==> config.mk <==
export PLATFORM = sky130hd
export DESIGN_NAME = mvpl_cell
export DESIGN_NICKNAME = d
export VERILOG_FILES = /design/src/sv/mac_vendor_prefix_lookup_assert.svh /design/src/sv/mvpl_pkg.sv /design/src/sv/mvpl_cell.sv
export SDC_FILE = /design/constraint.sdc
export NUM_CORES = 1
export LEC_CHECK = 0
export BUFFER_PORTS_ARGS = -buffer_cell sky130_fd_sc_hd__buf_2
export CAP_MARGIN = 25
export CORE_AREA = 2 2 108 110
export DETAILED_ROUTE_END_ITERATION = 6
export DIE_AREA = 0 0 110 112
export GPL_ROUTABILITY_DRIVEN = 0
export GPL_TIMING_DRIVEN = 0
export PLACE_DENSITY = 0.8
export SYNTH_ARGS = -nofsm -noshare
export SYNTH_HDL_FRONTEND = slang
export SYNTH_SLANG_ARGS = --single-unit
==> constraint.sdc <==
create_clock -name clk -period 3.7 [get_ports clk]
set_input_delay 0.37 -clock clk [delete_from_list [all_inputs] [get_ports clk]]
set_output_delay 0.37 -clock clk [all_outputs]
set_load 0.005 [all_outputs]
==> src/sv/mac_vendor_prefix_lookup_assert.svh <==
// ----------------------------------------------------------------------------
// mac vendor prefix lookup assertion macros
// shared concurrent check forms, clocked on clk and disabled during arst_n
// ----------------------------------------------------------------------------
`ifndef MAC_VENDOR_PREFIX_LOOKUP_ASSERT_SVH
`define MAC_VENDOR_PREFIX_LOOKUP_ASSERT_SVH

// same-cycle implication
`define MVPL_CHECK(label, ante, cons) \
	label: assert property (@(posedge clk) disable iff (!arst_n) (ante) |-> (cons)) \
		else $error("mvpl check failed");

// next-cycle implication
`define MVPL_CHECK_NEXT(label, ante, cons) \
	label: assert property (@(posedge clk) disable iff (!arst_n) (ante) |=> (cons)) \
		else $error("mvpl next-cycle check failed");

`endif

==> src/sv/mvpl_pkg.sv <==
// ----------------------------------------------------------------------------
// mvpl_pkg
// types, constants and key helpers shared by the mac prefix lookup block
// ----------------------------------------------------------------------------
`default_nettype none

package mvpl_pkg;

	// table geometry
	localparam int TABLE_ENTRIES  = 256;
	localparam int IDX_W          = $clog2(TABLE_ENTRIES);
	localparam int CNT_W          = $clog2(TABLE_ENTRIES + 1);
	localparam int VENDOR_ID_BITS = 16;
	localparam int VALUE_W        = 36;
	localparam int KEY_W          = VALUE_W + 2;
	localparam int MAC_W          = 48;

	// operation codes
	localparam logic OP_INSERT = 1'b0;
	localparam logic OP_LOOKUP = 1'b1;

	// size classes
	localparam logic [1:0] SIZE_24 = 2'd0;
	localparam logic [1:0] SIZE_28 = 2'd1;
	localparam logic [1:0] SIZE_36 = 2'd2;
	localparam logic [1:0] SIZE_NONE = 2'd3;

	// insert status codes
	localparam logic [1:0] STAT_STORED = 2'd0;
	localparam logic [1:0] STAT_DUP    = 2'd1;
	localparam logic [1:0] STAT_FULL   = 2'd2;

	typedef enum logic {
		ST_IDLE,
		ST_SWEEP
	} state_t;

	// search keys broadcast to every cell for one request
	typedef struct packed {
		logic [KEY_W-1:0] k36;
		logic [KEY_W-1:0] k28;
		logic [KEY_W-1:0] k24;
	} keys_t;

	// token handed from cell to cell, accumulating hits per size class
	typedef struct packed {
		logic                      valid;
		logic                      hit36;
		logic                      hit28;
		logic                      hit24;
		logic [VENDOR_ID_BITS-1:0] vid36;
		logic [VENDOR_ID_BITS-1:0] vid28;
		logic [VENDOR_ID_BITS-1:0] vid24;
	} tok_t;

	// entry write from control to the row of cells
	typedef struct packed {
		logic                      en;
		logic [IDX_W-1:0]          idx;
		logic [KEY_W-1:0]          key;
		logic [VENDOR_ID_BITS-1:0] vendor;
	} wr_t;

	// mask the prefix to its size class and tag it with the class
	function automatic logic [KEY_W-1:0] make_key(input logic [VALUE_W-1:0] prefix,
	                                              input logic [1:0] size);
		logic [VALUE_W-1:0] value;
		case (size)
			SIZE_24: value = {12'd0, prefix[23:0]};
			SIZE_28: value = {8'd0, prefix[27:0]};
			default: value = prefix;
		endcase
		return {size, value};
	endfunction

endpackage

`default_nettype wire

==> src/sv/mvpl_cell.sv <==
// ----------------------------------------------------------------------------
// mvpl_cell
// one table entry: stores key and vendor, compares against the search keys
// when the token passes and hands the token on to the next cell
// ----------------------------------------------------------------------------
`default_nettype none

module mvpl_cell (
	input  wire logic                                clk,
	input  wire logic                                arst_n,
	input  wire mvpl_pkg::keys_t                     keys,
	input  wire mvpl_pkg::tok_t                      tok_in,
	input  wire logic                                wr_sel,
	input  wire logic [mvpl_pkg::KEY_W-1:0]          wr_key,
	input  wire logic [mvpl_pkg::VENDOR_ID_BITS-1:0] wr_vendor,
	output mvpl_pkg::tok_t                           tok_out
);

	logic                                valid_q;
	logic [mvpl_pkg::KEY_W-1:0]          key_q;
	logic [mvpl_pkg::VENDOR_ID_BITS-1:0] vendor_q;
	mvpl_pkg::tok_t                      tok_q;
	mvpl_pkg::tok_t                      tok_nxt;
	logic                                m36;
	logic                                m28;
	logic                                m24;

	// entry storage
	always_ff @(posedge clk or negedge arst_n) begin
		if (!arst_n) begin
			valid_q <= 1'b0;
		end else if (wr_sel) begin
			valid_q <= 1'b1;
		end
	end

	always_ff @(posedge clk) begin
		if (wr_sel) begin
			key_q    <= wr_key;
			vendor_q <= wr_vendor;
		end
	end

	// compare against all three keys, keep the first hit of each class
	always_comb begin
		m36 = valid_q && (key_q == keys.k36);
		m28 = valid_q && (key_q == keys.k28);
		m24 = valid_q && (key_q == keys.k24);
		tok_nxt       = tok_in;
		tok_nxt.hit36 = tok_in.hit36 | m36;
		tok_nxt.hit28 = tok_in.hit28 | m28;
		tok_nxt.hit24 = tok_in.hit24 | m24;
		if (!tok_in.hit36 && m36) begin
			tok_nxt.vid36 = vendor_q;
		end
		if (!tok_in.hit28 && m28) begin
			tok_nxt.vid28 = vendor_q;
		end
		if (!tok_in.hit24 && m24) begin
			tok_nxt.vid24 = vendor_q;
		end
	end

	// hand-off register to the neighbor
	always_ff @(posedge clk or negedge arst_n) begin
		if (!arst_n) begin
			tok_q <= '0;
		end else begin
			tok_q <= tok_nxt;
		end
	end

	assign tok_out = tok_q;

endmodule

`default_nettype wire

==> results.md, run 1 <==
- Max Buffers Root-to-Sink: 2
- Die height: 112 um
- Core area: 11200 um^2
- Most used DFF post-synth: edfxtp_1
- WP data arrival: 2.96 ns
- P_leak: 3.00 nW
- H-tree depth: 3
- # DRC: 0
- Vias in the first global route: 4174
- Die area: 12300 um^2
- Clock Skew: 0.0106 ns
- Post-Syn Nets: 557
- Sequential fraction of the synthesis area: 59.8%
- Detailed Route Iter0 Violations: 200
- Internal Power: 2.07 mW
- Post-Route Utilization: 61.0%
- Final Slew Violations: 0
- Critical Path Sink Type: register
- Final worst-path cycle share: 73.8%
- Nets: 845
- R2R setup slack: 0.97 ns
- Io pins: 275
- Biggest area consumer among synthesized cells: edfxtp_1
- CTS root buf: clkbuf_16
- Pwr Density: 403 nW/um^2
- Seq pwr share: 51.2%
- Mapped Area: 4930 um^2
- Worst rel slew slack: 65.4%
- Switch Pwr: 678 uW
- Dpl hpwl: 12.0 mm
- Multi-input gate area: 1900 um^2
- Least-Margin Pin Slew: 0.514 ns
- Ant. Diodes: 0
- Post-synth EDFFs: 54
- Synth Warn #: 0
- First-pass GRT wire length: 21.6 mm
- Netlist cell types: 31
- Total CTS buffers: 9
- # port buffers: 274
- Seq cells post-synth: 107
- PostCTS Resize Cnt: 0
- Syn Area/Cell: 14.8 um^2
- Sequential cell area: 2950 um^2
- Worst VDD drop: 0.000313 V
- CTS tree: yes
- WL/cell: 19.3 um
- Setup-failing EPs final: 0
- Area Growth Syn to Fin: 38.4%
- Vias: 3820
- Iteration count of the initial detailed-routing pass: 4
- Minimum clock period: 2.73 ns
- Syn Inst Count: 334
- Sw Ratio: 24.7%
- HP Class: input pin to register
- Hold buffer count at CTS: 1
- Logic pwr share: 14.4%
- Fin Hold WS: 0.137 ns
- Max Clock Freq: 366 MHz
- FFs w/ async S/R, synth: 49.5%
- Postcts setup bufs: 0
- Most frequent cells in the layout: 274 x buf_2, 89 x xnor2_1, 54 x edfxtp_1
- Filler cells: 899
- Worst-path maximum fanout: 10
- Clock latency on the worst-skew pair: 0.35 ns
- Share of the synthesized area in the top cell type: 32.9%
- Row count: 39
- RSZ-0062 raised after global routing: no
- Total negative slack: 0 ns
- Crit Path Class: register to register
- Via density: 4.97
- Final Hold Vio Count: 0
- Worst-path clk slew: 0.07 ns
- CP Data Required Time: 3.93 ns
- Initial Utilization: 44.1%
- Commonest non-fill, non-tap cell in the layout: buf_2
- Layout cells sized above 1: 55.4%
- Largest net degree at the start of global routing: 37
- CTS Sinks: 107
- Total GRT Usage: 24.3%
- Grt total ovfl: 0
- Antenna viol nets, final: 0
- CP Launch Type: register
- Top post-synthesis cells by area: edfxtp_1 33%, dfrtp_1 27%, xnor2_1 16%
- Initial antenna violation count: 0
- Status: finished clean
- Max-cap violation count: 0
- Clock share of power: 34.4%
- Die width: 110 um
- DRT Wirelength: 14.8 mm
[synth_stat cells (all sizes together), types with 2 or more instances]
master,n
inv,12
o221ai,4
a22o,2
nor4,9
xnor2,89
nand3,3
xor2,10
a22oi,2
nand4,22
nor2,5
o22ai,2
dfrtp,53
mux2,48
nand2b,7
buf,3
edfxtp,54
[final timing paths]
path	start	endpoint	cells past startpoint
setup / recovery	key_q[27]$_DFFE_PP_	tok_out[46]$_DFF_PN0_	7
hold / removal	tok_in[51]	tok_out[51]$_DFF_PN0_	1
setup reg to reg	key_q[27]$_DFFE_PP_	tok_out[46]$_DFF_PN0_	7
hold reg to reg	vendor_q[2]$_DFFE_PP_	tok_out[18]$_DFF_PN0_	1
max in group asynchronous	arst_n	tok_out[18]$_DFF_PN0_	3
min in group asynchronous	arst_n	tok_out[42]$_DFF_PN0_	2
[worst max-delay path, cell delays in order, from the launching register on]
cell	delay (ns)
edfxtp_1	0.46
xnor2_1	0.44
nand3_1	0.14
nor4_1	0.37
nand4_1	0.29
nor2_4	0.29
buf_4	0.26
mux2_2	0.36
[sequential cells by signal (all words and copies together), names as in the netlist]
register and cells:
tok_out 52, vendor_q 16, key_q 38, valid_q 1
[layer usage]
metal  part of all wire (%)  track usage, %
met2                     51            41.6
met3                    8.8            6.91
met4                    2.7            10.0
met1                     37            28.1
met5                      0               0
[kinds of logic (layout without fill, tap and decap cells)]
| logic type | count (synthesis) | count (layout) | share of synthesized area [%] |
|---|---|---|---|
| flops | 107 | 107 | 59.8 |
| xor+xnor | 99 | 99 | 17.6 |
| simple gates | 51 | 51 | 6.65 |
| mux | 48 | 48 | 11.7 |
| buf+inv | 15 | 307 | 1.70 |
| compound gates | 14 | 14 | 2.49 |
[power by group through the flow]
stage,Sequential (mW),Clock [mW],Combinational [mW]
after floorplan,1.41,0,0.169
after global placement,1.43,0,0.381
after detailed placement,1.43,0,0.397
after CTS,1.41,0.973,0.401
after global routing,1.41,1.01,0.434
final,1.41,0.946,0.397
[per-stage QoR]
step	power (mW)	setup WS [ns]	area, um^2	std cells
2_1_floorplan	1.58	1.64	4930	334
3_3_place_gp	1.81	1.02	6480	751
3_5_place_dp	1.83	1.02	6520	753
4_1_cts	2.78	0.994	6820	769
5_1_grt	2.86	0.740	6820	769
6_report	2.75	0.969	6820	769
[cell type report]
type,instances,share of cell area [%]
clock buffers,10,3.67
inverters,12,0.661
repair buffers,277,20.8
plain buffers,3,0.569
well taps,143,2.62
multi-input cells,212,27.8
clock inverters,5,0.606
flip-flops and latches,107,43.2
Power figures use the tool's default switching activity.
==> run 2, diff against run 1 <==
Settings changed: CORE_AREA 2 2 108 110 to default, CORE_UTILIZATION from default to 40, DIE_AREA 0 0 110 112 to default, PLACE_DENSITY 0.8 to 0.76.
Clock period 3.7 ns to 2.41 ns, I/O delays scaled along.
==> results.md, run 2 (synthesized netlist as in run 1, its figures left out) <==
- Most frequent cells in the layout: 274 x buf_2, 85 x xnor2_1, 54 x edfxtp_1
- HP Class: input pin to register
- Crit Path Class: register to register
- Status: finished, violations left
- Iteration count of the initial detailed-routing pass: 6 (+2)
- Layout cells sized above 1: 57.1% (+1.6 points)
- Filler cells: 1021 (+14%)
- Post-Route Utilization: 57.8% (-3.2 points)
- Worst-path maximum fanout: 10 (unchanged)
- CP Launch Type: register
- Worst-path clk slew: 0.08 ns (about the same)
- Clock latency on the worst-skew pair: 0.35 ns (about the same)
- Total negative slack: 0 ns (unchanged)
- Final Slew Violations: 0 (unchanged)
- P_leak: 3.06 nW (+2.0%)
- Final Hold Vio Count: 0 (unchanged)
- Setup-failing EPs final: 0 (unchanged)
- Final worst-path cycle share: 95.2% (+21 points)
- Detailed Route Iter0 Violations: 201 (+0.50%)
- Commonest non-fill, non-tap cell in the layout: buf_2
- Peak per-stage delay on the critical path: 0.51 ns (+0.05 ns)
- Max Buffers Root-to-Sink: 2 (unchanged)
- Least-Margin Pin Slew: 0.665 ns (+0.151 ns)
- Die area: 12800 um^2 (+3.6%)
- Failing checks: DRC
- Antenna viol nets, final: 0 (unchanged)
- Max Clock Freq: 436 MHz (+19%)
- Die height: 113 um (+0.88%)
- Top delay family on crit path: simple AND/OR/NAND/NOR gates
- Minimum clock period: 2.29 ns (-0.438 ns)
- CTS tree: yes
- Clock Skew: 0.00949 ns (-0.00112 ns)
- Initial Utilization: 41.0% (-3.1 points)
- Die width: 113 um (+2.7%)
- Io pins: 275 (unchanged)
- Area Growth Syn to Fin: 41.0%
- CP Data Required Time: 2.63 ns (-1.30 ns)
- First-pass GRT wire length: 22.0 mm (+1.6%)
- Total CTS buffers: 9 (unchanged)
- Worst rel slew slack: 55.6% (-9.7 points)
- Initial antenna violation count: 2 (+2)
- CTS root buf: clkbuf_16
- Vias in the first global route: 4047 (-3.0%)
- Cell Chain, Critical Path: xnor2_1 -> nand4_1 -> nor4_2 -> nand4_1 -> nor2_4 -> buf_4 -> mux2_2
- Via density: 4.97 (about the same)
- Row count: 40 (+2.6%)
- RSZ-0062 raised after global routing: no
- # port buffers: 274 (unchanged)
- Nets: 854 (+1.1%)
- Pwr Density: 601 nW/um^2 (+49%)
- Vias: 3897 (+2.0%)
- # DRC: 1 (+1)
- WP data arrival: 2.52 ns (-0.44 ns)
- DRT Wirelength: 14.9 mm (+0.32%)
- Most used cell, CP: nand4_1
- Critical Path Sink Type: register
- CP max-delay cell: edfxtp_1
- Largest net degree at the start of global routing: 39 (+5.4%)
- Core area: 12000 um^2 (+7.5%)
- Grt total ovfl: 0 (unchanged)
- CTS Sinks: 107 (unchanged)
- Buffers and inverters on the worst path: 1 (unchanged)
- Dpl hpwl: 12.0 mm (-0.12%)
- H-tree depth: 3 (unchanged)
- Total GRT Usage: 23.7% (-0.59 points)
- WL/cell: 19.0 um (-1.6%)
- Max FFs per register: 52 (unchanged)
- Max-cap violation count: 0 (unchanged)
- Worst VDD drop: 0.000380 V (+22%)
run 2: layout make-up:
class	instances	area, um^2	area share [%]
clock inverters	5	36.3	0.522
flip-flops and latches	107	2950	42.4
plain buffers	3	38.8	0.558
clock buffers	11	233	3.35
well taps	147	184	2.65
diodes	1	2.50	0.0360
repair buffers	286	1500	21.6
inverters	12	45.0	0.648
multi-input cells	212	1960	28.2
run 2: path summary, 6_finish.rpt:
kind	cells after the start	to	slack (ns)	startpoint
setup / recovery	7	tok_out[46]$_DFF_PN0_	0.12	key_q[15]$_DFFE_PP_
hold / removal	1	vendor_q[13]$_DFFE_PP_	0.06	wr_vendor[13]
setup reg to reg	7	tok_out[46]$_DFF_PN0_	0.12	key_q[15]$_DFFE_PP_
hold reg to reg	1	tok_out[1]$_DFF_PN0_	0.53	vendor_q[1]$_DFFE_PP_
max in group asynchronous	3	tok_out[5]$_DFF_PN0_	1.50	arst_n
min in group asynchronous	2	tok_out[31]$_DFF_PN0_	0.38	arst_n
run 2: routing by layer:
metal  share of wire [%]  track usage (%)  up-vias
li1                    -                -     1799
met1                  41             30.4     1871
met2                  50             39.3      192
met3                 6.5             5.41       33
met4                 2.3             8.77        2
met5               0.074                0        -
run 2: where the power goes:
group	internal [mW]	switching, mW
combinational	0.364	0.265
sequential	2.05	0.101
clock	0.709	0.683
total	3.13	1.05
run 2: repair_timing:
item,in CTS,in global routing
hold endpoints to repair,16,0
hold buffers,2,0
endpoints found under the setup margin,36,34
pin swaps,3,6
buffers inserted,4,4
resized for setup,6,3
run 2: through the flow:
| stage | std cells | total power [mW] | cell area, um^2 | hold slack (ns) | setup WS [ns] |
|---|---|---|---|---|---|
| after floorplan | 334 | 2.43 | 4930 | -0.0546 | 0.352 |
| after global placement | 755 | 2.78 | 6480 | 0.349 | -0.313 |
| after detailed placement | 757 | 2.80 | 6520 | 0.185 | -0.325 |
| after CTS | 779 | 4.20 | 6890 | 0.0515 | 0.0112 |
| after global routing | 784 | 4.35 | 6950 | 0.0449 | 0.00475 |
| final | 784 | 4.18 | 6950 | 0.0639 | 0.116 |
==> run 3, diff against run 2 <==
Settings changed: CORE_MARGIN from default to 5.
==> results.md, run 3 (synthesized netlist as in run 1, its figures left out) <==
- Multi-input gate area: 1960 um^2 (+0.38%)
- Worst rel slew slack: 65.3% (+9.6 points)
- First-pass GRT wire length: 23.6 mm (+7.5%)
- WL/cell: 20.1 um (+5.8%)
- Die width: 121 um (+7.1%)
- Max FFs per register: 52 (unchanged)
- Max Buffers Root-to-Sink: 2 (unchanged)
- Io pins: 275 (unchanged)
- Post-Route Utilization: 57.9% (about the same)
- Setup-failing EPs final: 0 (unchanged)
- Grt total ovfl: 0 (unchanged)
- Dpl hpwl: 13.2 mm (+9.6%)
- Area Growth Syn to Fin: 41.7%
- Final Hold Vio Count: 0 (unchanged)
- Final Slew Violations: 0 (unchanged)
- Sequential cell area: 2950 um^2 (unchanged)
- Largest net degree at the start of global routing: 38 (-2.6%)
- Final worst-path cycle share: 96.8% (+1.6 points)
- Least-Margin Pin Slew: 0.521 ns (-0.144 ns)
- CP max-delay cell: edfxtp_1
- Total GRT Usage: 21.6% (-2.0 points)
- Die area: 14600 um^2 (+15%)
- Initial antenna violation count: 2 (unchanged)
- R2R setup slack: 0.08 ns (-0.04 ns)
- Worst-path maximum fanout: 10 (unchanged)
- CTS tree: yes
- # port buffers: 274 (unchanged)
- Initial Utilization: 40.9% (-0.17 points)
- DRT Wirelength: 16.1 mm (+8.3%)
- Status: finished clean
- Clock Skew: 0.00761 ns (-0.00188 ns)
- Commonest non-fill, non-tap cell in the layout: buf_2
- Layout cells sized above 1: 57.0% (about the same)
- Most frequent cells in the layout: 274 x buf_2, 86 x xnor2_1, 54 x edfxtp_1
- Minimum clock period: 2.33 ns (+0.0385 ns)
- RSZ-0062 raised after global routing: no
- Vias in the first global route: 4208 (+4.0%)
- H-tree depth: 3 (unchanged)
- Clock latency on the worst-skew pair: 0.35 ns (about the same)
- Tot Pwr: 4.25 mW (+1.8%)
- Critical Path Sink Type: register
- HP Class: input pin to register
- Worst-path clk slew: 0.08 ns (about the same)
- CP Launch Type: register
- Via density: 4.85 (-2.4%)
- Total CTS buffers: 9 (unchanged)
- CP Data Required Time: 2.65 ns (+0.02 ns)
- Vias: 3889 (-0.21%)
- # DRC: 0 (-1)
- Worst VDD drop: 0.000502 V (+32%)
- Max-cap violation count: 0 (unchanged)
- Crit Path Class: register to register
- Peak per-stage delay on the critical path: 0.51 ns (about the same)
- Die height: 121 um (+7.1%)
- CTS root buf: clkbuf_16
- Detailed Route Iter0 Violations: 172 (-14%)
- Filler cells: 1034 (+1.3%)
- P_leak: 3.06 nW (about the same)
- Pwr Density: 609 nW/um^2 (+1.3%)
- Cell Chain, Critical Path: xnor2_1 -> nand4_1 -> nor4_2 -> nand4_2 -> nor2_4 -> buf_12 -> mux2_4
- Core area: 12100 um^2 (+0.42%)
- Nets: 851 (-0.35%)
- Antenna viol nets, final: 0 (unchanged)
- Row count: 40 (unchanged)
- Max Clock Freq: 429 MHz (-1.7%)
- Iteration count of the initial detailed-routing pass: 4 (-2)
- CTS Sinks: 107 (unchanged)
- WP data arrival: 2.57 ns (+0.05 ns)
## run 3: worst paths after layout
path | from | endpoint | depth (start not counted)
setup / recovery | key_q[15]$_DFFE_PP_ | tok_out[26]$_DFF_PN0_ | 7
hold / removal | wr_key[4] | key_q[4]$_DFFE_PP_ | 1
setup reg to reg | key_q[15]$_DFFE_PP_ | tok_out[26]$_DFF_PN0_ | 7
hold reg to reg | vendor_q[11]$_DFFE_PP_ | tok_out[27]$_DFF_PN0_ | 1
max in group asynchronous | arst_n | valid_q$_DFFE_PN0P_ | 3
min in group asynchronous | arst_n | tok_out[40]$_DFF_PN0_ | 2
## run 3: worst max-delay path, delay by kind of cell (launching register included)
kind | cells | cell delay, ns
DFF | 1 | 0.51
muxes | 1 | 0.31
and+or+nand+nor | 4 | 1.01
buffers and inverters | 1 | 0.17
xor gates and xnor gates | 1 | 0.21
## run 3: layout make-up
class,instances,area share (%)
flip-flops and latches,107,42.2
clock inverters,6,0.842
inverters,12,0.645
multi-input cells,212,28.1
plain buffers,3,0.609
repair buffers,283,21.2
well taps,168,3.01
clock buffers,10,3.28
diodes,1,0.0358
## run 3: timing repair
action | in CTS | in global routing
hold buffers | 2 | 0
endpoints found under the hold margin | 17 | 0
pin swaps | 3 | 4
resized for setup | 2 | 9
buffers inserted | 3 | 2
setup endpoints to repair | 36 | 48
## run 3: where the power goes
group          leakage (nW)  switching [mW]  internal (mW)
sequential             1.14           0.101           2.05
clock                 0.142           0.735          0.727
combinational          1.78           0.270          0.363
## run 3: layer usage
metal / wire length (um) / global-route usage [%] / up-vias
met5: 7 / 0 / -
met4: 433 / 8.22 / 2
met3: 1200 / 4.71 / 37
met2: 8270 / 36.7 / 190
met1: 6190 / 27.0 / 1869
li1: - / - / 1791
## run 3: per-stage QoR
step	hold WS (ns)	TNS, ns	worst slack [ns]	cell area, um^2	instances
global placement	0.353	-4.58	-0.214	6510	776
floorplan	-0.0546	0	0.352	4930	334
CTS	0.0443	0	0.00844	6900	799
detailed placement	0.186	-5.03	-0.257	6550	778
finish	0.0575	0	0.0779	6980	802
global route	0.0459	0	0.00160	6980	802
