--- src/sv/mac_vendor_prefix_lookup_assert.svh ---
// ----------------------------------------------------------------------------
// mac vendor prefix lookup assertion macros
// shared concurrent check forms, clocked on clk and disabled during arst_n
// ----------------------------------------------------------------------------
`ifndef MAC_VENDOR_PREFIX_LOOKUP_ASSERT_SVH
`define MAC_VENDOR_PREFIX_LOOKUP_ASSERT_SVH

// same-cycle implication
`define MVPL_CHECK(label, ante, cons) \
	label: assert property (@(posedge clk) disable iff (!arst_n) (ante) |-> (cons)) \
		else $error("mvpl check failed");

// next-cycle implication
`define MVPL_CHECK_NEXT(label, ante, cons) \
	label: assert property (@(posedge clk) disable iff (!arst_n) (ante) |=> (cons)) \
		else $error("mvpl next-cycle check failed");

`endif

--- src/sv/mvpl_pkg.sv ---
// ----------------------------------------------------------------------------
// mvpl_pkg
// types, constants and key helpers shared by the mac prefix lookup block
// ----------------------------------------------------------------------------
`default_nettype none

package mvpl_pkg;

	// table geometry
	localparam int TABLE_ENTRIES  = 256;
	localparam int IDX_W          = $clog2(TABLE_ENTRIES);
	localparam int CNT_W          = $clog2(TABLE_ENTRIES + 1);
	localparam int VENDOR_ID_BITS = 16;
	localparam int VALUE_W        = 36;
	localparam int KEY_W          = VALUE_W + 2;
	localparam int MAC_W          = 48;

	// operation codes
	localparam logic OP_INSERT = 1'b0;
	localparam logic OP_LOOKUP = 1'b1;

	// size classes
	localparam logic [1:0] SIZE_24 = 2'd0;
	localparam logic [1:0] SIZE_28 = 2'd1;
	localparam logic [1:0] SIZE_36 = 2'd2;
	localparam logic [1:0] SIZE_NONE = 2'd3;

	// insert status codes
	localparam logic [1:0] STAT_STORED = 2'd0;
	localparam logic [1:0] STAT_DUP    = 2'd1;
	localparam logic [1:0] STAT_FULL   = 2'd2;

	typedef enum logic {
		ST_IDLE,
		ST_SWEEP
	} state_t;

	// search keys broadcast to every cell for one request
	typedef struct packed {
		logic [KEY_W-1:0] k36;
		logic [KEY_W-1:0] k28;
		logic [KEY_W-1:0] k24;
	} keys_t;

	// token handed from cell to cell, accumulating hits per size class
	typedef struct packed {
		logic                      valid;
		logic                      hit36;
		logic                      hit28;
		logic                      hit24;
		logic [VENDOR_ID_BITS-1:0] vid36;
		logic [VENDOR_ID_BITS-1:0] vid28;
		logic [VENDOR_ID_BITS-1:0] vid24;
	} tok_t;

	// entry write from control to the row of cells
	typedef struct packed {
		logic                      en;
		logic [IDX_W-1:0]          idx;
		logic [KEY_W-1:0]          key;
		logic [VENDOR_ID_BITS-1:0] vendor;
	} wr_t;

	// mask the prefix to its size class and tag it with the class
	function automatic logic [KEY_W-1:0] make_key(input logic [VALUE_W-1:0] prefix,
	                                              input logic [1:0] size);
		logic [VALUE_W-1:0] value;
		case (size)
			SIZE_24: value = {12'd0, prefix[23:0]};
			SIZE_28: value = {8'd0, prefix[27:0]};
			default: value = prefix;
		endcase
		return {size, value};
	endfunction

endpackage

`default_nettype wire

--- src/sv/mvpl_ctrl.sv ---
// ----------------------------------------------------------------------------
// mvpl_ctrl
// request capture, sweep sequencing, fill count and result formation
// ----------------------------------------------------------------------------
`default_nettype none

`include "mac_vendor_prefix_lookup_assert.svh"

module mvpl_ctrl (
	input  wire logic                                clk,
	input  wire logic                                arst_n,
	input  wire logic                                start,
	output logic                                     busy,
	input  wire logic                                operation,
	input  wire logic [mvpl_pkg::MAC_W-1:0]          mac_address,
	input  wire logic [mvpl_pkg::VALUE_W-1:0]        entry_prefix,
	input  wire logic [1:0]                          entry_size,
	input  wire logic [mvpl_pkg::VENDOR_ID_BITS-1:0] entry_vendor,
	output mvpl_pkg::keys_t                          keys,
	output mvpl_pkg::tok_t                           head,
	input  wire mvpl_pkg::tok_t                      tail,
	output mvpl_pkg::wr_t                            wr,
	output logic                                     done,
	output logic                                     found,
	output logic [mvpl_pkg::VENDOR_ID_BITS-1:0]      vendor_id,
	output logic [1:0]                               match_size,
	output logic [1:0]                               insert_status
);

	mvpl_pkg::state_t                    state_q;
	mvpl_pkg::state_t                    state_nxt;
	logic                                accept;
	logic                                launch_q;
	logic                                op_q;
	logic                                ins_ok_q;
	mvpl_pkg::keys_t                     keys_q;
	mvpl_pkg::keys_t                     keys_nxt;
	logic [mvpl_pkg::VENDOR_ID_BITS-1:0] vend_q;
	logic [mvpl_pkg::CNT_W-1:0]          count_q;
	logic                                full;
	logic                                done_q;
	logic                                found_q;
	logic [mvpl_pkg::VENDOR_ID_BITS-1:0] vid_q;
	logic [1:0]                          size_q;
	logic [1:0]                          stat_q;
	logic                                found_nxt;
	logic [mvpl_pkg::VENDOR_ID_BITS-1:0] vid_nxt;
	logic [1:0]                          size_nxt;
	logic [1:0]                          stat_nxt;

	assign accept = start && !busy;
	assign full   = (count_q >= mvpl_pkg::CNT_W'(mvpl_pkg::TABLE_ENTRIES));

	// next state
	always_comb begin
		state_nxt = state_q;
		case (state_q)
			mvpl_pkg::ST_IDLE: begin
				if (start) begin
					state_nxt = mvpl_pkg::ST_SWEEP;
				end
			end
			mvpl_pkg::ST_SWEEP: begin
				if (tail.valid) begin
					state_nxt = mvpl_pkg::ST_IDLE;
				end
			end
			default: state_nxt = mvpl_pkg::ST_IDLE;
		endcase
	end

	// state outputs
	always_comb begin
		case (state_q)
			mvpl_pkg::ST_IDLE:  busy = 1'b0;
			mvpl_pkg::ST_SWEEP: busy = 1'b1;
			default:            busy = 1'b1;
		endcase
	end

	always_ff @(posedge clk or negedge arst_n) begin
		if (!arst_n) begin
			state_q <= mvpl_pkg::ST_IDLE;
		end else begin
			state_q <= state_nxt;
		end
	end

	// search keys: lookup tries three prefix lengths, insert checks its own key
	always_comb begin
		if (operation == mvpl_pkg::OP_LOOKUP) begin
			keys_nxt.k36 = {mvpl_pkg::SIZE_36, mac_address[47:12]};
			keys_nxt.k28 = {mvpl_pkg::SIZE_28, 8'd0, mac_address[47:20]};
			keys_nxt.k24 = {mvpl_pkg::SIZE_24, 12'd0, mac_address[47:24]};
		end else begin
			keys_nxt.k36 = mvpl_pkg::make_key(entry_prefix, entry_size);
			keys_nxt.k28 = keys_nxt.k36;
			keys_nxt.k24 = keys_nxt.k36;
		end
	end

	// request capture
	always_ff @(posedge clk) begin
		if (accept) begin
			op_q     <= operation;
			ins_ok_q <= (entry_size != mvpl_pkg::SIZE_NONE);
			keys_q   <= keys_nxt;
			vend_q   <= entry_vendor;
		end
	end

	always_ff @(posedge clk or negedge arst_n) begin
		if (!arst_n) begin
			launch_q <= 1'b0;
		end else begin
			launch_q <= accept;
		end
	end

	assign keys = keys_q;

	// token entering the first cell
	always_comb begin
		head       = '0;
		head.valid = launch_q;
	end

	// entry write when an insert of a valid size class finds no duplicate and room is left
	always_comb begin
		wr.en     = tail.valid && (op_q == mvpl_pkg::OP_INSERT) && ins_ok_q
		            && !tail.hit36 && !full;
		wr.idx    = count_q[mvpl_pkg::IDX_W-1:0];
		wr.key    = keys_q.k36;
		wr.vendor = vend_q;
	end

	// fill count
	always_ff @(posedge clk or negedge arst_n) begin
		if (!arst_n) begin
			count_q <= '0;
		end else if (wr.en) begin
			count_q <= count_q + 1'b1;
		end
	end

	// result formation at the end of the sweep
	always_ff @(posedge clk or negedge arst_n) begin
		if (!arst_n) begin
			done_q <= 1'b0;
		end else begin
			done_q <= tail.valid;
		end
	end

	// longest hit wins for a lookup, duplicate before full for an insert
	always_comb begin
		found_nxt = 1'b0;
		vid_nxt   = '0;
		size_nxt  = mvpl_pkg::SIZE_24;
		stat_nxt  = mvpl_pkg::STAT_STORED;
		if (op_q == mvpl_pkg::OP_LOOKUP) begin
			if (tail.hit36) begin
				found_nxt = 1'b1;
				vid_nxt   = tail.vid36;
				size_nxt  = mvpl_pkg::SIZE_36;
			end else if (tail.hit28) begin
				found_nxt = 1'b1;
				vid_nxt   = tail.vid28;
				size_nxt  = mvpl_pkg::SIZE_28;
			end else if (tail.hit24) begin
				found_nxt = 1'b1;
				vid_nxt   = tail.vid24;
				size_nxt  = mvpl_pkg::SIZE_24;
			end
		end else if (ins_ok_q) begin
			if (tail.hit36) begin
				stat_nxt = mvpl_pkg::STAT_DUP;
			end else if (full) begin
				stat_nxt = mvpl_pkg::STAT_FULL;
			end
		end
	end

	always_ff @(posedge clk) begin
		if (tail.valid) begin
			found_q <= found_nxt;
			vid_q   <= vid_nxt;
			size_q  <= size_nxt;
			stat_q  <= stat_nxt;
		end
	end

	assign done          = done_q;
	assign found         = found_q;
	assign vendor_id     = vid_q;
	assign match_size    = size_q;
	assign insert_status = stat_q;

	// checks
	`MVPL_CHECK(a_done_idle, done_q, state_q == mvpl_pkg::ST_IDLE)
	`MVPL_CHECK(a_tail_in_sweep, tail.valid, state_q == mvpl_pkg::ST_SWEEP)
	`MVPL_CHECK(a_count_bound, 1'b1,
		count_q <= mvpl_pkg::CNT_W'(mvpl_pkg::TABLE_ENTRIES))
	`MVPL_CHECK_NEXT(a_accept_launch, accept, launch_q && busy)
	`MVPL_CHECK_NEXT(a_write_counts, wr.en, count_q == $past(count_q) + 1'b1)

endmodule

`default_nettype wire

--- config.mk ---
export PLATFORM = sky130hd
export DESIGN_NAME = mvpl_ctrl
export DESIGN_NICKNAME = d
export VERILOG_FILES = /design/src/sv/mvpl_pkg.sv /design/src/sv/mvpl_ctrl.sv
export VERILOG_INCLUDE_DIRS = /design/src /design/src/sv
export SDC_FILE = /design/constraint.sdc
export NUM_CORES = 1
export LEC_CHECK = 0
export BUFFER_PORTS_ARGS = -buffer_cell sky130_fd_sc_hd__buf_2
export CORE_AREA = 2 2 160 162
export DETAILED_ROUTE_END_ITERATION = 10
export DIE_AREA = 0 0 162 164
export REMOVE_ABC_BUFFERS = 1
export SYNTH_ARGS = -nofsm -noshare
export SYNTH_HDL_FRONTEND = slang
export SYNTH_SLANG_ARGS = --single-unit
--- constraint.sdc ---
create_clock -name clk -period 7.8 [get_ports clk]
set_input_delay 0.78 -clock clk [delete_from_list [all_inputs] [get_ports clk]]
set_output_delay 0.78 -clock clk [all_outputs]
set_load 0.005 [all_outputs]
==> results.md, run 1 <==
- CP Max Fanout: 7
- Number of endpoints with negative hold slack in the final report: 0
- Clock tree from TritonCTS: yes
- Number of cells produced by synthesis: 526
- RSZ-0062 raised after global routing: no
- Floorplan die width: 162 um
- Most frequent standard cell in the layout excluding fill and tap cells: buf_2
- Highest-count cells in the layout ignoring fill and taps: buf_2 (346), edfxtp_1 (143), nand2_1 (139)
- Number of buffers created by CTS: 17
- Clock latency reported for the late side of the worst-skew pair: 0.42 ns
- Worst setup margin: 5.34 ns
- Start-to-end type of the worst setup path: in2out
- Number of nets in the layout: 984
- Wire length of the first global-routing pass: 25.8 mm
- Max layer used: met5
- Die Ht: 164 um
- Proportion of register bits with asynchronous set or reset after synthesis: 7.74%
- Worst reg-to-reg setup slack: 5.47 ns
- Antenna diode count: 0
- Power per standard cell area: 236 mW/mm^2
- CP required: 7.02 ns
- Static Leak: 4.36 nW
- Category of the worst setup path capture point: primary output
- Average cell area after synthesis: 12.8 um^2
- Count of flip-flops with a built-in enable after synthesis: 143
- Met1 layer wirelength in the final routing: 7.02 mm
- Worst-margin pin slew: 0.883 ns
- Row count: 58
- Initial antenna violation count: 2
- Final routed DRC violation total: 0
- Worst setup slack after placement: 4.94 ns
- Vias in the first global route: 4567
- Number of vias after detailed routing: 4724
- DR WL met2: 9.40 mm
- CTS sink count: 155
- Total negative setup slack: 0 ns
- DR vias/cell: 4.05
- H-tree depth: 4
- Setup skew after layout: 0.0158 ns
- Arrival time of the worst setup path: 1.68 ns
- Pre-antenna DRT Iters: 5
- Overall routing resource usage: 13.1%
- Total detailed-routing wirelength: 18.3 mm
- Maximum number of pins on one net before global-route repair: 69
- Sequential cell area fraction in the yosys report: 68.2%
- Post-detailed-route count of antenna-violating nets: 0
- Number of storage elements in the synthesis netlist: 155
- Cell area after synthesis: 0.00674 mm^2
- PortBufs: 346
- Die Outline Area: 0.0266 mm^2
- Number of buffers added to fix hold violations after cts: 0
- Final global-route overflow total: 0
- Most common flop cell mapped by yosys: edfxtp_1
- Effective utilization at floorplan: 27.1%
- Setup Fix Bufs, Post-CTS: 0
- Placeable Area: 0.0248 mm^2
- Gates resized, CTS repair: 0
- Headroom to the max-slew limit: 41.2%
- Maximum ir drop on the vdd rail: 0.000113 V
- Clock period minus final worst setup slack: 2.46 ns
- Root Buffer Master: clkbuf_16
- Final estimated routing congestion in global placement: 0.798
- Final max-slew violation count: 0
- Count of filler cells inserted in the layout: 2487
- Per-cell routed wire length: 15.7 um
- Kind of start point of the critical path: input pin
- Number of cell instances on the worst register-to-register path: 3
- Post-placement cell count: 1135
- DPL Wire Length: 14.0 mm
- Count of final setup violators: 0
- Detailed-routed wire length on met3: 1.64 mm
- First DRT Iteration DRCs: 254
- Type of the most critical hold path: in2async
- Fraction of final layout cells sized beyond drive strength 1: 46.8%
- Non-Filler Instances: 1167
- Final worst path period share: 31.5%
- Warnings from Yosys: 0
- Clock slew at the register clock pins of the worst setup and hold paths: 0.06 ns
- Max Clock Freq: 406 MHz
- Top-Level Pins: 410
- Unique cell type count in the Yosys netlist: 37
- Run status: complete, no violations
- Final core utilization: 35.5%
- Max Cap Violations: 0
- Deepest clock path buffer count: 2
- Synth-to-layout area growth: 30.9%
-- Yosys cell counts (3+ instances only) --
cell type	number	area (um^2)
edfxtp_1	143	4290
nor2b_1	3	18.8
nand2_1	139	522
xnor2_1	4	35.0
xor2_1	3	26.3
inv_1	31	116
a222oi_1	16	160
buf_4	109	818
buf_2	3	15.0
clkbuf_1	9	33.8
dfrtp_1	12	300
nand2b_1	24	150
-- cell families (layout without fill, tap and decap cells) --
group | after synthesis | count (layout) | synth area share, %
AO/OA/AOI/OAI | 20 | 20 | 2.90
AND/OR/NAND/NOR | 187 | 187 | 12.6
multiplexers | 1 | 1 | 0.167
XOR/XNOR | 7 | 7 | 0.910
adder cells (fa/ha/maj) | 2 | 2 | 0.371
flip-flops | 155 | 155 | 68.2
buffers and inverters | 153 | 414 | 14.8
other | 1 | 51 | 0.0557
-- sequential cells by signal (all words and copies together), names as in the netlist, 2 cells and up --
| register | flops |
|---|---|
| insert_status | 2 |
| vend_q | 16 |
| count_q | 9 |
| keys | 104 |
| match_size | 2 |
| vendor_id | 16 |
-- through the flow --
stage	cell area, um^2	hold WS (ns)	power, mW
global route	8820	0.250	2.17
finish	8820	0.258	2.08
CTS	8820	0.239	2.12
detailed placement	8240	0.512	1.29
floorplan	6050	0.469	1.14
global placement	8240	0.490	1.29
-- final cells by class --
type                            count  area [um^2]  share of cell area (%)
Sequential cell                   155         4590                    52.1
Timing Repair Buffer              351         1770                    20.1
Multi-Input combinational cell    268         1350                    15.3
Clock buffer                       19          433                    4.91
Tap cell                          330          413                    4.68
Clock inverter                     13          141                    1.60
Inverter                           31          116                    1.32
-- worst paths after layout --
kind / to / from
setup / recovery: wr[62] / tail[50]
hold / removal: launch_q / arst_n
setup reg to reg: keys[56] / state_q
hold reg to reg: count_q[7] / count_q[7]
max in group asynchronous: state_q / arst_n
min in group clk: count_q[7] / count_q[7]
-- worst max-delay path, stage by stage --
cell      delay (ns)
buf_2           0.15
nor3b_2         0.34
nand3b_1        0.21
inv_1           0.10
buf_2           0.11
-- where the power goes --
part / switching [mW] / internal, mW / total (mW) / leakage, nW
clock network: 0.338 / 0.473 / 0.812 / 0.266
registers: 0.0353 / 0.991 / 1.03 / 1.52
logic: 0.137 / 0.107 / 0.244 / 2.57
total: 0.511 / 1.57 / 2.08 / 4.36
-- metal layers --
layer / up-vias / track usage, %
met5: - / 0
met4: 4 / 3.30
met3: 17 / 4.90
met2: 272 / 23.8
met1: 2198 / 14.5
li1: 2233 / -
(Power assumes the default switching activity.)
==> inputs of run 2 (changes only) <==
==> constraint.sdc (replaced) <==
create_clock -name clk -period 2.6 [get_ports clk]
set_input_delay 0.26 -clock clk [delete_from_list [all_inputs] [get_ports clk]]
set_output_delay 0.26 -clock clk [all_outputs]
set_load 0.005 [all_outputs]
==> run 2 against run 1 <==
Effect of this change: routed wire length barely moved; worst setup slack worse by 4.7 ns; flip-flop and latch count unchanged; clock skew decreased by 0.0079 ns; utilization is 0.30 points higher; critical path depth is 1 lower; via count is 0.55% lower; clock-buffer cell count is 5 higher.
==> results.md, run 2 (same netlist as run 1, synthesis figures left out) <==
- Synth-to-layout area growth: 32.0%
- CP Max Fanout: 7 (unchanged)
- H-tree depth: 4 (unchanged)
- Highest-count cells in the layout ignoring fill and taps: buf_2 (346), edfxtp_1 (143), nand2_1 (139)
- Static Leak: 4.39 nW (+0.74%)
- Gates resized, CTS repair: 0 (unchanged)
- Floorplan die width: 162 um (unchanged)
- Setup skew after layout: 0.00790 ns (-0.00788 ns)
- Final global-route overflow total: 0 (unchanged)
- Max Clock Freq: 522 MHz
- DPL Wire Length: 13.9 mm (-0.79%)
- Maximum ir drop on the vdd rail: 0.000381 V (+240%)
- Number of buffers created by CTS: 17 (unchanged)
- Overall routing resource usage: 13.0% (-0.12 points)
- Clock latency reported for the late side of the worst-skew pair: 0.41 ns (about the same)
- Proportion of total power due to net switching: 24.3% (-0.27 points)
- Post-Route Hold Slack: 0.0263 ns (-0.232 ns)
- Wire length of the first global-routing pass: 25.4 mm (-1.3%)
- Pre-antenna DRT Iters: 5 (unchanged)
- Final Power: 6.23 mW (+200%)
- Sequential share of power: 49.5% (+0.2 points)
- Number of buffer and inverter stages on the critical path: 2 (-1)
- CTS sink count: 155 (unchanged)
- Switching Power: 1.51 mW (+200%)
- Initial antenna violation count: 0 (-2)
- Clock tree from TritonCTS: yes
- First DRT Iteration DRCs: 235 (-7.5%)
- Fraction of final layout cells sized beyond drive strength 1: 46.6% (-0.28 points)
- Max stage delay cell, worst path: edfxtp_1
- Number of endpoints with negative hold slack in the final report: 0 (unchanged)
- PortBufs: 346 (unchanged)
- Kind of start point of the critical path: flop
- Start-to-end type of the worst setup path: reg2out
- Final worst path period share: 73.7%
- CP required: 2.34 ns (-4.68 ns)
- Count of final setup violators: 0 (unchanged)
- Type of the most critical hold path: in2reg
- Deepest clock path buffer count: 2 (unchanged)
- Antenna diode count: 0 (unchanged)
- Series of cell instances along the critical path: nor3b_2, nand3b_1, inv_1, buf_2
- Final estimated routing congestion in global placement: 0.787 (-1.3%)
- Part of the power in combinational logic: 11.9% (+0.2 points)
- Clock period minus final worst setup slack: 1.92 ns
- Row count: 58 (unchanged)
- Maximum number of pins on one net before global-route repair: 124 (+80%)
- Clock slew at the register clock pins of the worst setup and hold paths: 0.06 ns (about the same)
- Headroom to the max-slew limit: 44.4% (+3.2 points)
- Power per standard cell area: 700 mW/mm^2 (+200%)
- Cell internal power dissipation: 4.72 mW (+200%)
- Post-detailed-route count of antenna-violating nets: 0 (unchanged)
- RSZ-0062 raised after global routing: no
- Placeable Area: 0.0248 mm^2 (unchanged)
- Die Outline Area: 0.0266 mm^2 (unchanged)
- Number of vias after detailed routing: 4698 (-0.55%)
- Category of the worst setup path capture point: primary output
- Top-Level Pins: 410 (unchanged)
- Non-Filler Instances: 1172 (+0.43%)
- Most frequent standard cell in the layout excluding fill and tap cells: buf_2
- Run status: complete, no violations
- Worst-margin pin slew: 0.830 ns (-0.0522 ns)
- Number of nets in the layout: 989 (+0.51%)
- Flip-flop count of the largest register, all copies and words added: 104 (unchanged)
- Delay-heaviest family, CP: simple AND/OR/NAND/NOR gates
- Root Buffer Master: clkbuf_16
- DR vias/cell: 4.01 (-0.97%)
- Arrival time of the worst setup path: 1.66 ns (-0.02 ns)
- Setup Fix Bufs, Post-CTS: 0 (unchanged)
- Vias in the first global route: 4432 (-3.0%)
- Max Cap Violations: 0 (unchanged)
- Effective utilization at floorplan: 27.1% (unchanged)
- Maximum cell stage delay along the critical path: 0.49 ns (+0.15 ns)
- Post-placement cell count: 1133 (-0.18%)
- Die Ht: 164 um (unchanged)
- Clk pwr share: 38.7% (-0.3 points)
- Final max-slew violation count: 0 (unchanged)
- Total detailed-routing wirelength: 18.3 mm (about the same)
- Final routed DRC violation total: 0 (unchanged)
- Per-cell routed wire length: 15.6 um (-0.46%)
- Count of filler cells inserted in the layout: 2513 (+1.0%)
[run 2: cell count changes in the layout (fill, tap and decap cells not counted), sizes merged]
cell | before | now
dlygate4sd3 | 0 | 7
buf | 351 | 349
clkinv | 4 | 3
clkbuf | 19 | 24
bufinv | 2 | 0
inv | 34 | 32
[run 2: layer usage]
layer / GRT usage, % / vias up / wire length [um]
met5: 0 / - / 0
met4: 4.06 / 0 / 248
met3: 3.94 / 14 / 1570
met2: 23.6 / 279 / 9330
met1: 14.6 / 2165 / 7120
li1: - / 2240 / -
[run 2: metrics by stage]
stage | area (um^2) | util [%] | worst slack, ns | setup TNS [ns]
after floorplan | 6050 | - | -3.92 | -473.28
after global placement | 8240 | 33.2 | 0.862 | 0
after detailed placement | 8240 | 33.2 | 0.852 | 0
after CTS | 8890 | 35.8 | 0.659 | 0
after global routing | 8890 | 35.8 | 0.542 | 0
final | 8890 | 35.8 | 0.684 | 0
[run 2: final timing paths]
check                                start       endpoint  slack [ns]  cells past startpoint
min reg2reg                     count_q[7]     count_q[7]        0.51                      1
min in group asynchronous           arst_n        state_q        0.27                      2
max in group asynchronous           arst_n     count_q[2]        2.09                      2
max                                   op_q         wr[62]        0.68                      4
max reg2reg                           op_q  vendor_id[15]        0.91                      3
min                        entry_vendor[7]      vend_q[7]        0.03                      1
[run 2: power by group through the flow]
stage	Clock, mW	Combinational [mW]	Sequential [mW]
after floorplan	0	0.238	3.18
after global placement	0	0.736	3.13
after detailed placement	0	0.747	3.13
after CTS	2.50	0.757	3.08
after global routing	2.58	0.830	3.10
final	2.41	0.741	3.08
[run 2: timing repair]
item | 4_1_cts | 5_1_grt
setup endpoints to repair | 0 | 0
hold endpoints to repair | 18 | 0
hold buffers | 7 | 0
[run 2: final cells by class]
cell class,instances,area [um^2],area share [%]
Sequential cell,155,4590,51.7
Timing Repair Buffer,356,1840,20.7
Multi-Input combinational cell,268,1350,15.2
Clock buffer,24,524,5.89
Tap cell,330,413,4.64
Inverter,31,116,1.31
Clock inverter,8,57.6,0.647
